File: src/rtl/terminal_line_editor_assert.svh
// Assertion macros shared by the terminal line editor modules.
// Each macro expects signals named clock and reset in the including module.
`ifndef TERMINAL_LINE_EDITOR_ASSERT_SVH
`define TERMINAL_LINE_EDITOR_ASSERT_SVH

// Checks a property at every clock edge outside reset.
`define TLE_ASSERT(label, prop, msg) \
   label: assert property (@(posedge clock) disable iff (reset) (prop)) \
      else $error(msg);

// Checks that a condition in one cycle leads to a consequence in the next.
`define TLE_ASSERT_NEXT(label, trig, cons, msg) \
   label: assert property (@(posedge clock) disable iff (reset) (trig) |=> (cons)) \
      else $error(msg);

`endif

File: src/rtl/tle_pkg.sv
// Package for the terminal line editor: payload structs, command codes,
// escape phases and character constants. No dependencies.
`default_nettype none

package tle_pkg;

   // Line buffer depth that bounds the store limit alongside max_len.
   localparam int unsigned LINE_DEPTH = 256;
   localparam logic [8:0]  LINE_DEPTH_CLAMP = 9'(LINE_DEPTH > 256 ? 256 : LINE_DEPTH);
   localparam logic [8:0]  MAX_LEN_RESET = 9'd256;

   // Command queue between the front and back parts.
   localparam int unsigned QUEUE_DEPTH = 2;
   localparam int unsigned QUEUE_PTR_W = 1;
   localparam int unsigned QUEUE_CNT_W = 2;

   // Character codes.
   localparam logic [7:0] CH_BS      = 8'h08;
   localparam logic [7:0] CH_LF      = 8'h0A;
   localparam logic [7:0] CH_CR      = 8'h0D;
   localparam logic [7:0] CH_ESC     = 8'h1B;
   localparam logic [7:0] CH_SPACE   = 8'h20;
   localparam logic [7:0] CH_OPEN_SQ = 8'h5B;
   localparam logic [7:0] CH_UPPER_O = 8'h4F;
   localparam logic [7:0] CH_UPPER_A = 8'h41;
   localparam logic [7:0] CH_UPPER_Z = 8'h5A;
   localparam logic [7:0] CH_LOWER_A = 8'h61;
   localparam logic [7:0] CH_LOWER_Z = 8'h7A;
   localparam logic [7:0] CH_TILDE   = 8'h7E;
   localparam logic [7:0] CH_DEL     = 8'h7F;

   // Escape sequence tracking.
   typedef enum logic [1:0] {
      ESC_IDLE  = 2'd0,
      ESC_AFTER = 2'd1,
      ESC_SEQ   = 2'd2
   } esc_phase_type;

   // Commands that the back part expands into results.
   typedef enum logic [1:0] {
      CMD_STORE   = 2'd0,
      CMD_ERASE   = 2'd1,
      CMD_NEWLINE = 2'd2,
      CMD_EOI     = 2'd3
   } cmd_kind_type;

   typedef struct packed {
      cmd_kind_type kind;
      logic [7:0]   ch_byte;
      logic [7:0]   pos;
      logic         empty;
   } cmd_type;

   typedef struct packed {
      logic [7:0] in_byte;
      logic       more_waiting;
      logic       end_of_input;
   } req_payload_type;

   typedef struct packed {
      logic       echo_valid;
      logic [7:0] out_byte;
      logic       store_valid;
      logic [7:0] store_index;
      logic       line_done;
      logic [7:0] line_length;
      logic       empty_at_end;
      logic       last;
   } rsp_payload_type;

endpackage

`default_nettype wire

File: src/rtl/tle_front.sv
// Front part of the terminal line editor: accepts bytes, tracks escape
// sequences and the line position, and queues commands. Uses tle_pkg.
`default_nettype none

module tle_front import tle_pkg::*; (
   input  wire logic            clock,
   input  wire logic            reset,
   input  wire logic            req_valid,
   output logic                 req_ready,
   input  wire req_payload_type req_payload,
   input  wire logic            csr_write_enable,
   input  wire logic [8:0]      csr_write_data,
   input  wire logic            queue_full,
   output logic                 cmd_push,
   output cmd_type              cmd_data
);

   esc_phase_type esc_phase_ff, esc_phase_in;
   logic [7:0]    line_pos_ff, line_pos_in;
   logic [8:0]    max_len_ff, max_len_in;
   logic [8:0]    len_clamp;
   logic [8:0]    store_limit;
   logic          accept;
   logic          is_letter;
   logic [7:0]    ch;

   // An item is taken whenever the queue has room and reset is low.
   assign req_ready = !queue_full && !reset;
   assign accept    = req_valid && req_ready;
   assign ch        = req_payload.in_byte;

   // Characters are stored only below min(max_len, depth) minus one.
   assign len_clamp   = (max_len_ff > LINE_DEPTH_CLAMP) ? LINE_DEPTH_CLAMP : max_len_ff;
   assign store_limit = (len_clamp == 9'd0) ? 9'd0 : len_clamp - 9'd1;

   assign is_letter = ((ch >= CH_UPPER_A) && (ch <= CH_UPPER_Z)) ||
                      ((ch >= CH_LOWER_A) && (ch <= CH_LOWER_Z));

   // Configuration register.
   assign max_len_in = csr_write_enable ? csr_write_data : max_len_ff;

   // Classification of the accepted byte.
   always_comb begin
      esc_phase_in     = esc_phase_ff;
      line_pos_in      = line_pos_ff;
      cmd_push         = 1'b0;
      cmd_data.kind    = CMD_STORE;
      cmd_data.ch_byte = ch;
      cmd_data.pos     = line_pos_ff;
      cmd_data.empty   = 1'b0;
      if (accept) begin
         if (req_payload.end_of_input) begin
            cmd_push       = 1'b1;
            cmd_data.kind  = CMD_EOI;
            cmd_data.empty = (line_pos_ff == 8'd0);
            esc_phase_in   = ESC_IDLE;
            line_pos_in    = 8'd0;
         end else begin
            unique case (esc_phase_ff)
               ESC_AFTER: begin
                  esc_phase_in = ((ch == CH_OPEN_SQ) || (ch == CH_UPPER_O)) ? ESC_SEQ
                                                                           : ESC_IDLE;
               end
               ESC_SEQ: begin
                  if (is_letter || (ch == CH_TILDE)) begin
                     esc_phase_in = ESC_IDLE;
                  end
               end
               default: begin
                  // Idle, and the unused phase code behaves as idle.
                  esc_phase_in = ESC_IDLE;
                  if (ch == CH_ESC) begin
                     if (req_payload.more_waiting) begin
                        esc_phase_in = ESC_AFTER;
                     end
                  end else if ((ch == CH_BS) || (ch == CH_DEL)) begin
                     if (line_pos_ff != 8'd0) begin
                        cmd_push      = 1'b1;
                        cmd_data.kind = CMD_ERASE;
                        line_pos_in   = line_pos_ff - 8'd1;
                     end
                  end else if ((ch == CH_CR) || (ch == CH_LF)) begin
                     cmd_push      = 1'b1;
                     cmd_data.kind = CMD_NEWLINE;
                     line_pos_in   = 8'd0;
                  end else if ((ch >= CH_SPACE) && (ch < CH_DEL)) begin
                     if ({1'b0, line_pos_ff} < store_limit) begin
                        cmd_push      = 1'b1;
                        cmd_data.kind = CMD_STORE;
                        line_pos_in   = line_pos_ff + 8'd1;
                     end
                  end
               end
            endcase
         end
      end
   end

   // State registers.
   always_ff @(posedge clock) begin
      if (reset) begin
         esc_phase_ff <= ESC_IDLE;
         line_pos_ff  <= 8'd0;
         max_len_ff   <= MAX_LEN_RESET;
      end else begin
         esc_phase_ff <= esc_phase_in;
         line_pos_ff  <= line_pos_in;
         max_len_ff   <= max_len_in;
      end
   end

endmodule

`default_nettype wire

File: src/rtl/tle_queue.sv
// Short command queue between the front and back parts of the line editor.
// Uses tle_pkg and the assertion macros header.
`default_nettype none

`include "terminal_line_editor_assert.svh"

module tle_queue import tle_pkg::*; (
   input  wire logic    clock,
   input  wire logic    reset,
   input  wire logic    push,
   input  wire cmd_type push_data,
   input  wire logic    pop,
   output logic         full,
   output logic         head_valid,
   output cmd_type      head_data
);

   cmd_type                entry_ff [QUEUE_DEPTH];
   logic [QUEUE_PTR_W-1:0] wr_ptr_ff, wr_ptr_in;
   logic [QUEUE_PTR_W-1:0] rd_ptr_ff, rd_ptr_in;
   logic [QUEUE_CNT_W-1:0] count_ff, count_in;

   assign full       = (count_ff == QUEUE_CNT_W'(QUEUE_DEPTH));
   assign head_valid = (count_ff != '0);
   assign head_data  = entry_ff[rd_ptr_ff];

   // Pointer and fill count update.
   always_comb begin
      wr_ptr_in = push ? wr_ptr_ff + 1'b1 : wr_ptr_ff;
      rd_ptr_in = pop  ? rd_ptr_ff + 1'b1 : rd_ptr_ff;
      count_in  = count_ff;
      if (push && !pop) begin
         count_in = count_ff + 1'b1;
      end else if (pop && !push) begin
         count_in = count_ff - 1'b1;
      end
   end

   always_ff @(posedge clock) begin
      if (reset) begin
         wr_ptr_ff <= '0;
         rd_ptr_ff <= '0;
         count_ff  <= '0;
      end else begin
         wr_ptr_ff <= wr_ptr_in;
         rd_ptr_ff <= rd_ptr_in;
         count_ff  <= count_in;
      end
   end

   // Entry storage needs no reset.
   always_ff @(posedge clock) begin
      if (push) begin
         entry_ff[wr_ptr_ff] <= push_data;
      end
   end

   `TLE_ASSERT(a_count_bound, count_ff <= QUEUE_CNT_W'(QUEUE_DEPTH), "queue overfilled")
   `TLE_ASSERT(a_no_pop_empty, !pop || head_valid, "pop from an empty queue")
   `TLE_ASSERT_NEXT(a_push_grows, push && !pop, count_ff == $past(count_ff) + 1'b1, "lost push")

endmodule

`default_nettype wire

File: src/rtl/tle_back.sv
// Back part of the line editor: expands queued commands into results and
// holds them in the output register. Uses tle_pkg and the assertion macros.
`default_nettype none

`include "terminal_line_editor_assert.svh"

module tle_back import tle_pkg::*; (
   input  wire logic    clock,
   input  wire logic    reset,
   input  wire logic    cmd_valid,
   input  wire cmd_type cmd_data,
   output logic         cmd_pop,
   output logic         rsp_valid,
   input  wire logic    rsp_ready,
   output rsp_payload_type rsp_payload
);

   logic [1:0]      step_ff, step_in;
   logic            rsp_valid_ff, rsp_valid_in;
   rsp_payload_type rsp_data_ff, rsp_data_in;
   rsp_payload_type result;
   logic            final_step;
   logic            load;

   assign rsp_valid   = rsp_valid_ff;
   assign rsp_payload = rsp_data_ff;

   // The output register takes a new result when empty or being drained.
   assign load = !rsp_valid_ff || rsp_ready;

   // Result for the current step of the head command.
   always_comb begin
      result     = '0;
      final_step = 1'b1;
      unique case (cmd_data.kind)
         CMD_STORE: begin
            result.echo_valid  = 1'b1;
            result.out_byte    = cmd_data.ch_byte;
            result.store_valid = 1'b1;
            result.store_index = cmd_data.pos;
         end
         CMD_ERASE: begin
            result.echo_valid = 1'b1;
            result.out_byte   = (step_ff == 2'd1) ? CH_SPACE : CH_BS;
            final_step        = (step_ff == 2'd2);
         end
         CMD_NEWLINE: begin
            result.echo_valid = 1'b1;
            if (step_ff == 2'd0) begin
               result.out_byte = CH_CR;
               final_step      = 1'b0;
            end else begin
               result.out_byte    = CH_LF;
               result.line_done   = 1'b1;
               result.line_length = cmd_data.pos;
            end
         end
         CMD_EOI: begin
            result.line_done    = 1'b1;
            result.line_length  = cmd_data.pos;
            result.empty_at_end = cmd_data.empty;
         end
         default: begin
            result = '0;
         end
      endcase
      result.last = final_step;
   end

   // Sequencing over the steps of one command.
   always_comb begin
      cmd_pop      = 1'b0;
      step_in      = step_ff;
      rsp_valid_in = rsp_valid_ff;
      rsp_data_in  = rsp_data_ff;
      if (load) begin
         rsp_valid_in = cmd_valid;
         rsp_data_in  = result;
         if (cmd_valid) begin
            if (final_step) begin
               cmd_pop = 1'b1;
               step_in = 2'd0;
            end else begin
               step_in = step_ff + 2'd1;
            end
         end
      end
   end

   always_ff @(posedge clock) begin
      if (reset) begin
         step_ff      <= 2'd0;
         rsp_valid_ff <= 1'b0;
      end else begin
         step_ff      <= step_in;
         rsp_valid_ff <= rsp_valid_in;
      end
   end

   always_ff @(posedge clock) begin
      rsp_data_ff <= rsp_data_in;
   end

   `TLE_ASSERT(a_step_has_cmd, (step_ff == 2'd0) || cmd_valid, "command left mid-sequence")
   `TLE_ASSERT(a_single_step, !cmd_valid || !((cmd_data.kind == CMD_STORE) || (cmd_data.kind == CMD_EOI)) || (step_ff == 2'd0), "single-result command past first step")
   `TLE_ASSERT(a_newline_steps, !cmd_valid || (cmd_data.kind != CMD_NEWLINE) || (step_ff <= 2'd1), "newline past second step")

endmodule

`default_nettype wire

File: src/rtl/terminal_line_editor.sv
// Throughput: one byte is accepted per cycle while the command queue has room; the
// back part emits one result per cycle while rsp_ready holds; an erase yields three
// results, a newline two. Results pass a queue entry, then the output register.
// Reset (synchronous): escape phase idle, position 0, queue empty, max_len 256.
// Depends on tle_pkg, tle_front, tle_queue and tle_back.
`default_nettype none

module terminal_line_editor import tle_pkg::*; (
   input  wire logic            clock,
   input  wire logic            reset,
   input  wire logic            req_valid,
   output logic                 req_ready,
   input  wire req_payload_type req_payload,
   output logic                 rsp_valid,
   input  wire logic            rsp_ready,
   output rsp_payload_type      rsp_payload,
   input  wire logic            csr_write_enable,
   input  wire logic [8:0]      csr_write_data
);

   logic    queue_full;
   logic    cmd_push;
   cmd_type cmd_in;
   logic    cmd_pop;
   logic    head_valid;
   cmd_type head_data;

   // Classification of incoming bytes.
   tle_front u_front (
      .clock            (clock),
      .reset            (reset),
      .req_valid        (req_valid),
      .req_ready        (req_ready),
      .req_payload      (req_payload),
      .csr_write_enable (csr_write_enable),
      .csr_write_data   (csr_write_data),
      .queue_full       (queue_full),
      .cmd_push         (cmd_push),
      .cmd_data         (cmd_in)
   );

   // Decoupling queue.
   tle_queue u_queue (
      .clock      (clock),
      .reset      (reset),
      .push       (cmd_push),
      .push_data  (cmd_in),
      .pop        (cmd_pop),
      .full       (queue_full),
      .head_valid (head_valid),
      .head_data  (head_data)
   );

   // Result generation.
   tle_back u_back (
      .clock       (clock),
      .reset       (reset),
      .cmd_valid   (head_valid),
      .cmd_data    (head_data),
      .cmd_pop     (cmd_pop),
      .rsp_valid   (rsp_valid),
      .rsp_ready   (rsp_ready),
      .rsp_payload (rsp_payload)
   );

endmodule

`default_nettype wire
File: config.mk
export PLATFORM = sky130hd
export DESIGN_NAME = terminal_line_editor
export DESIGN_NICKNAME = d
export VERILOG_FILES = /design/src/rtl/tle_pkg.sv /design/src/rtl/tle_front.sv /design/src/rtl/tle_queue.sv /design/src/rtl/tle_back.sv /design/src/rtl/terminal_line_editor.sv
export VERILOG_INCLUDE_DIRS = /design/src /design/src/rtl
export SDC_FILE = /design/constraint.sdc
export NUM_CORES = 1
export LEC_CHECK = 0
export BUFFER_PORTS_ARGS = -buffer_cell sky130_fd_sc_hd__buf_2
export CORE_UTILIZATION = 50
export DETAILED_ROUTE_END_ITERATION = 7
export HOLD_SLACK_MARGIN = 0.08
export PLACE_DENSITY = 0.7
export SLEW_MARGIN = 40
export SYNTH_ARGS = -nofsm -noshare
export SYNTH_HDL_FRONTEND = slang
export SYNTH_SLANG_ARGS = --single-unit
File: constraint.sdc
create_clock -name clock -period 12.3 [get_ports clock]
set_input_delay 0.615 -clock clock [delete_from_list [all_inputs] [get_ports clock]]
set_output_delay 0.615 -clock clock [all_outputs]
set_load 0.005 [all_outputs]
==> flow_summary.yaml <==
grt:
  grt_max_degree: 32
  grtUsageTotal: 0.2047
  grt_pass1_wl_um: 15350
  overflow: 0
  antenna_found_initial: 0
  grt_pass1_vias: 3152
route:
  wirelength_um: 9378
  ant_nets: 0
  firstDrtPassIters: 7
  drcViolationCount: 6
  vias_per_cell: 5.768
  routedWlPerCell_um: 16.45
  dr.first_iter.drc_count: 137
  vias: 3288
worst_setup_path:
  crit_slowest_cell: "dfxtp_1"
  cp_top_family: "compound AO/OA/AOI/OAI gates"
  path_cells: "inv_2, nand2_1, ha_1, o21ai_0, o311ai_0, o21ai_0, nand2_1, ha_1, o21a_1, o211ai_1, a21oi_1, a221o_2, o21ai_4, ha_1, or3_1, a21oi_1"
  start_kind: "flop"
  worstSetupEndpointType: "flop"
  worstPathRequired_ps: 12580
  crit_top_cell: "ha_1"
  cp_num_buf_inv: 1
  cp.arrival_ps: 4170
  path_class: "reg -> reg"
  critPathMaxStageDelay_ps: 470
  cp_max_fo: 9
clocking:
  cts_resized: 0
  cts_hold_buf: 0
  clock_sinks: 94
  cts_buffers: 9
  insertion_delay_ps: 360
  cts-root-buf: "clkbuf_8"
  cts_tree: "done"
  clk_pin_slew_ps: 90
  clockBufferDepth: 2
  htreeDepth: 3
  post-cts-setup-buffer-count: 0
synth:
  synth-warning-count: 0
  synthCells: 403
  syn_area_mm2: 0.004649
  ys_seq_area_frac: 0.5490
  syn-num-nets: 448
  synthFlopType: "edfxtp_1"
  synth_cell_types: 64
  avgSynthCellArea_um2: 11.54
  ys_ff_latch: 94
  synthArstFlopShare: 0
  synth_edf_count: 67
die:
  die_w_um: 98.43
  start_util: 0.5255
  row_count: 34
  die-area_mm2: 0.009688
  ios: 55
  dieHeight_um: 98.43
  core_area_mm2: 0.008848
placed_design:
  place.port_buffers: 54
  dpl.hpwl_um: 6649
  globalplace.congestion: 0.8927
power:
  p_switching_w: 0.0002341
  pwr-share-comb: 0.217
  seq_power_share: 0.515
  power_density_mw_per_mm2: 160.3
  switching_share: 0.2786
  vdd_drop_max_uv: 63.91
  p_int_w: 0.0006060
  clock_power_share: 0.268
  leakage_nw: 2.063
timing:
  slew_viol_final: 0
  setup_tns_ps: 0
  clock.fmax_mhz: 257.4
  clock_skew_ps: 14.51
  tightest_slew_ps: 596.1
  hold_slack_ps: 486.0
  period_share: 0.3158
  finalSetupViolCount: 0
  post-route-min-period_ps: 3885
  finalHoldViolCount: 0
  rsz0062_at_grt: "no"
  relSlewSlack: 0.6015
job:
  cap_violations: 0
hold_path:
  worst_hold_path_type: "in -> reg"
run_status:
  failed_checks: "design-rule violations"
  status: "finished with violations"
cells_and_area:
  syn_to_final_growth_pct: 12.70
  n_antenna_cell: 0
  drive_gt1_frac: 0.2056
  final_nets: 502
## cell usage after synthesis, types with 3 or more instances
cell	count	area share
nand2b_1	8	0.011
inv_1	19	0.015
and3_1	3	0.0040
nor3_1	10	0.011
nand4_1	6	0.0081
xor2_1	3	0.0057
nand2_1	22	0.018
nand3_1	14	0.015
or4_1	4	0.0065
or2_2	4	0.0054
a211oi_1	4	0.0065
mux2i_1	27	0.058
buf_2	3	0.0032
o221ai_1	3	0.0057
a21oi_1	20	0.022
nor2b_1	9	0.012
dfxtp_1	27	0.12
xnor2_1	3	0.0057
nor2_1	39	0.031
edfxtp_1	67	0.43
ha_1	21	0.057
o211ai_1	8	0.013
mux2_2	5	0.012
and2_1	3	0.0040
o21ai_0	11	0.012
clkbuf_1	10	0.0081
## cells by family after synthesis
kind of cell / after synthesis / synth area share
flip-flops: 94 / 0.5490
AND/OR/NAND/NOR: 136 / 0.1553
XOR/XNOR: 6 / 0.01130
multiplexers: 32 / 0.07024
adder cells (fa/ha/maj): 21 / 0.05651
buffers and inverters: 35 / 0.02987
AO/OA/AOI/OAI: 79 / 0.1278
## final cells by class
type	instances	area, um^2
fillers	745	3608
flip-flops and latches	94	2552
multi-input cells	274	1959
repair buffers	57	292.8
well taps	108	135.1
clock buffers	10	127.6
clock inverters	6	93.84
inverters	21	78.83
## flip-flops by register name, summed over array words and instances (netlist names), named ones only
signal	cells
u_back.step_ff	2
u_queue.entry_ff	38
u_front.line_pos_ff	8
u_back.rsp_payload	29
u_back.rsp_valid	1
u_queue.wr_ptr_ff	1
u_front.max_len_ff	9
u_queue.rd_ptr_ff	1
u_front.esc_phase_ff	2
u_queue.count_ff	2
## routing by layer
layer	global-route usage	vias to the layer above	part of all wire
met4	0.05970	0	0.0049
met1	0.2682	1567	0.45
met5	0	-	0
met3	0.04752	2	0.059
met2	0.3418	107	0.49
li1	-	1612	-
## final timing paths
check	startpoint	to	slack, ps	cells past startpoint
max	u_front.max_len_ff[8]$_SDFFE_PP1P_	u_queue.count_ff[1]$_SDFFE_PP0P_	8420	16
min	csr_write_data[8]	u_front.max_len_ff[8]$_SDFFE_PP1P_	490	3
max reg2reg	u_front.max_len_ff[8]$_SDFFE_PP1P_	u_queue.count_ff[1]$_SDFFE_PP0P_	8420	16
min reg2reg	u_front.esc_phase_ff[0]$_SDFFE_PP0P_	u_front.esc_phase_ff[0]$_SDFFE_PP0P_	490	2
## power groups by stage
stage | Sequential (W) | Combinational [W] | Clock (W)
final | 0.000433 | 0.000182 | 0.000225
after global routing | 0.000439 | 0.000203 | 0.000242
after CTS | 0.000434 | 0.000184 | 0.000231
after detailed placement | 0.000441 | 0.000182 | 0
after global placement | 0.000438 | 0.000179 | 0
after floorplan | 0.000446 | 0.000101 | 0
## worst register-to-register path, delay by kind of cell, from the launching register on
family | cells | cell delay [ps]
buf+inv | 1 | 130
flops | 1 | 470
compound gates | 9 | 1890
simple gates | 3 | 530
fa+ha+maj | 3 | 770
## through the flow
step,worst slack (ps),cells,power [W],utilization,instance area [um^2]
floorplan,8432,403,0.0005476,-,4649
global placement,8455,554,0.0006166,0.5670,5017
detailed placement,8240,554,0.0006231,0.5670,5017
CTS,8201,570,0.0008489,0.5921,5239
global route,8108,570,0.0008844,0.5922,5240
finish,8415,570,0.0008401,0.5922,5240
## layout by cell type (no fill, tap or decap), types with 3 or more instances in the layout
master	instances
or2_2	4
buf_2	54
nand2b_1	8
nand3_1	14
nand2_1	22
dfxtp_1	27
mux2i_1	27
edfxtp_1	67
o21ai_0	11
xnor2_1	3
nand4_1	6
a211oi_1	4
inv_1	19
ha_1	21
nor3_1	10
or4_1	4
o211ai_1	8
xor2_1	3
mux2_2	5
buf_4	3
and3_1	3
a21oi_1	20
o221ai_1	3
nor2b_1	9
nor2_1	39
clkbuf_8	9
(Power assumes the default switching activity.)
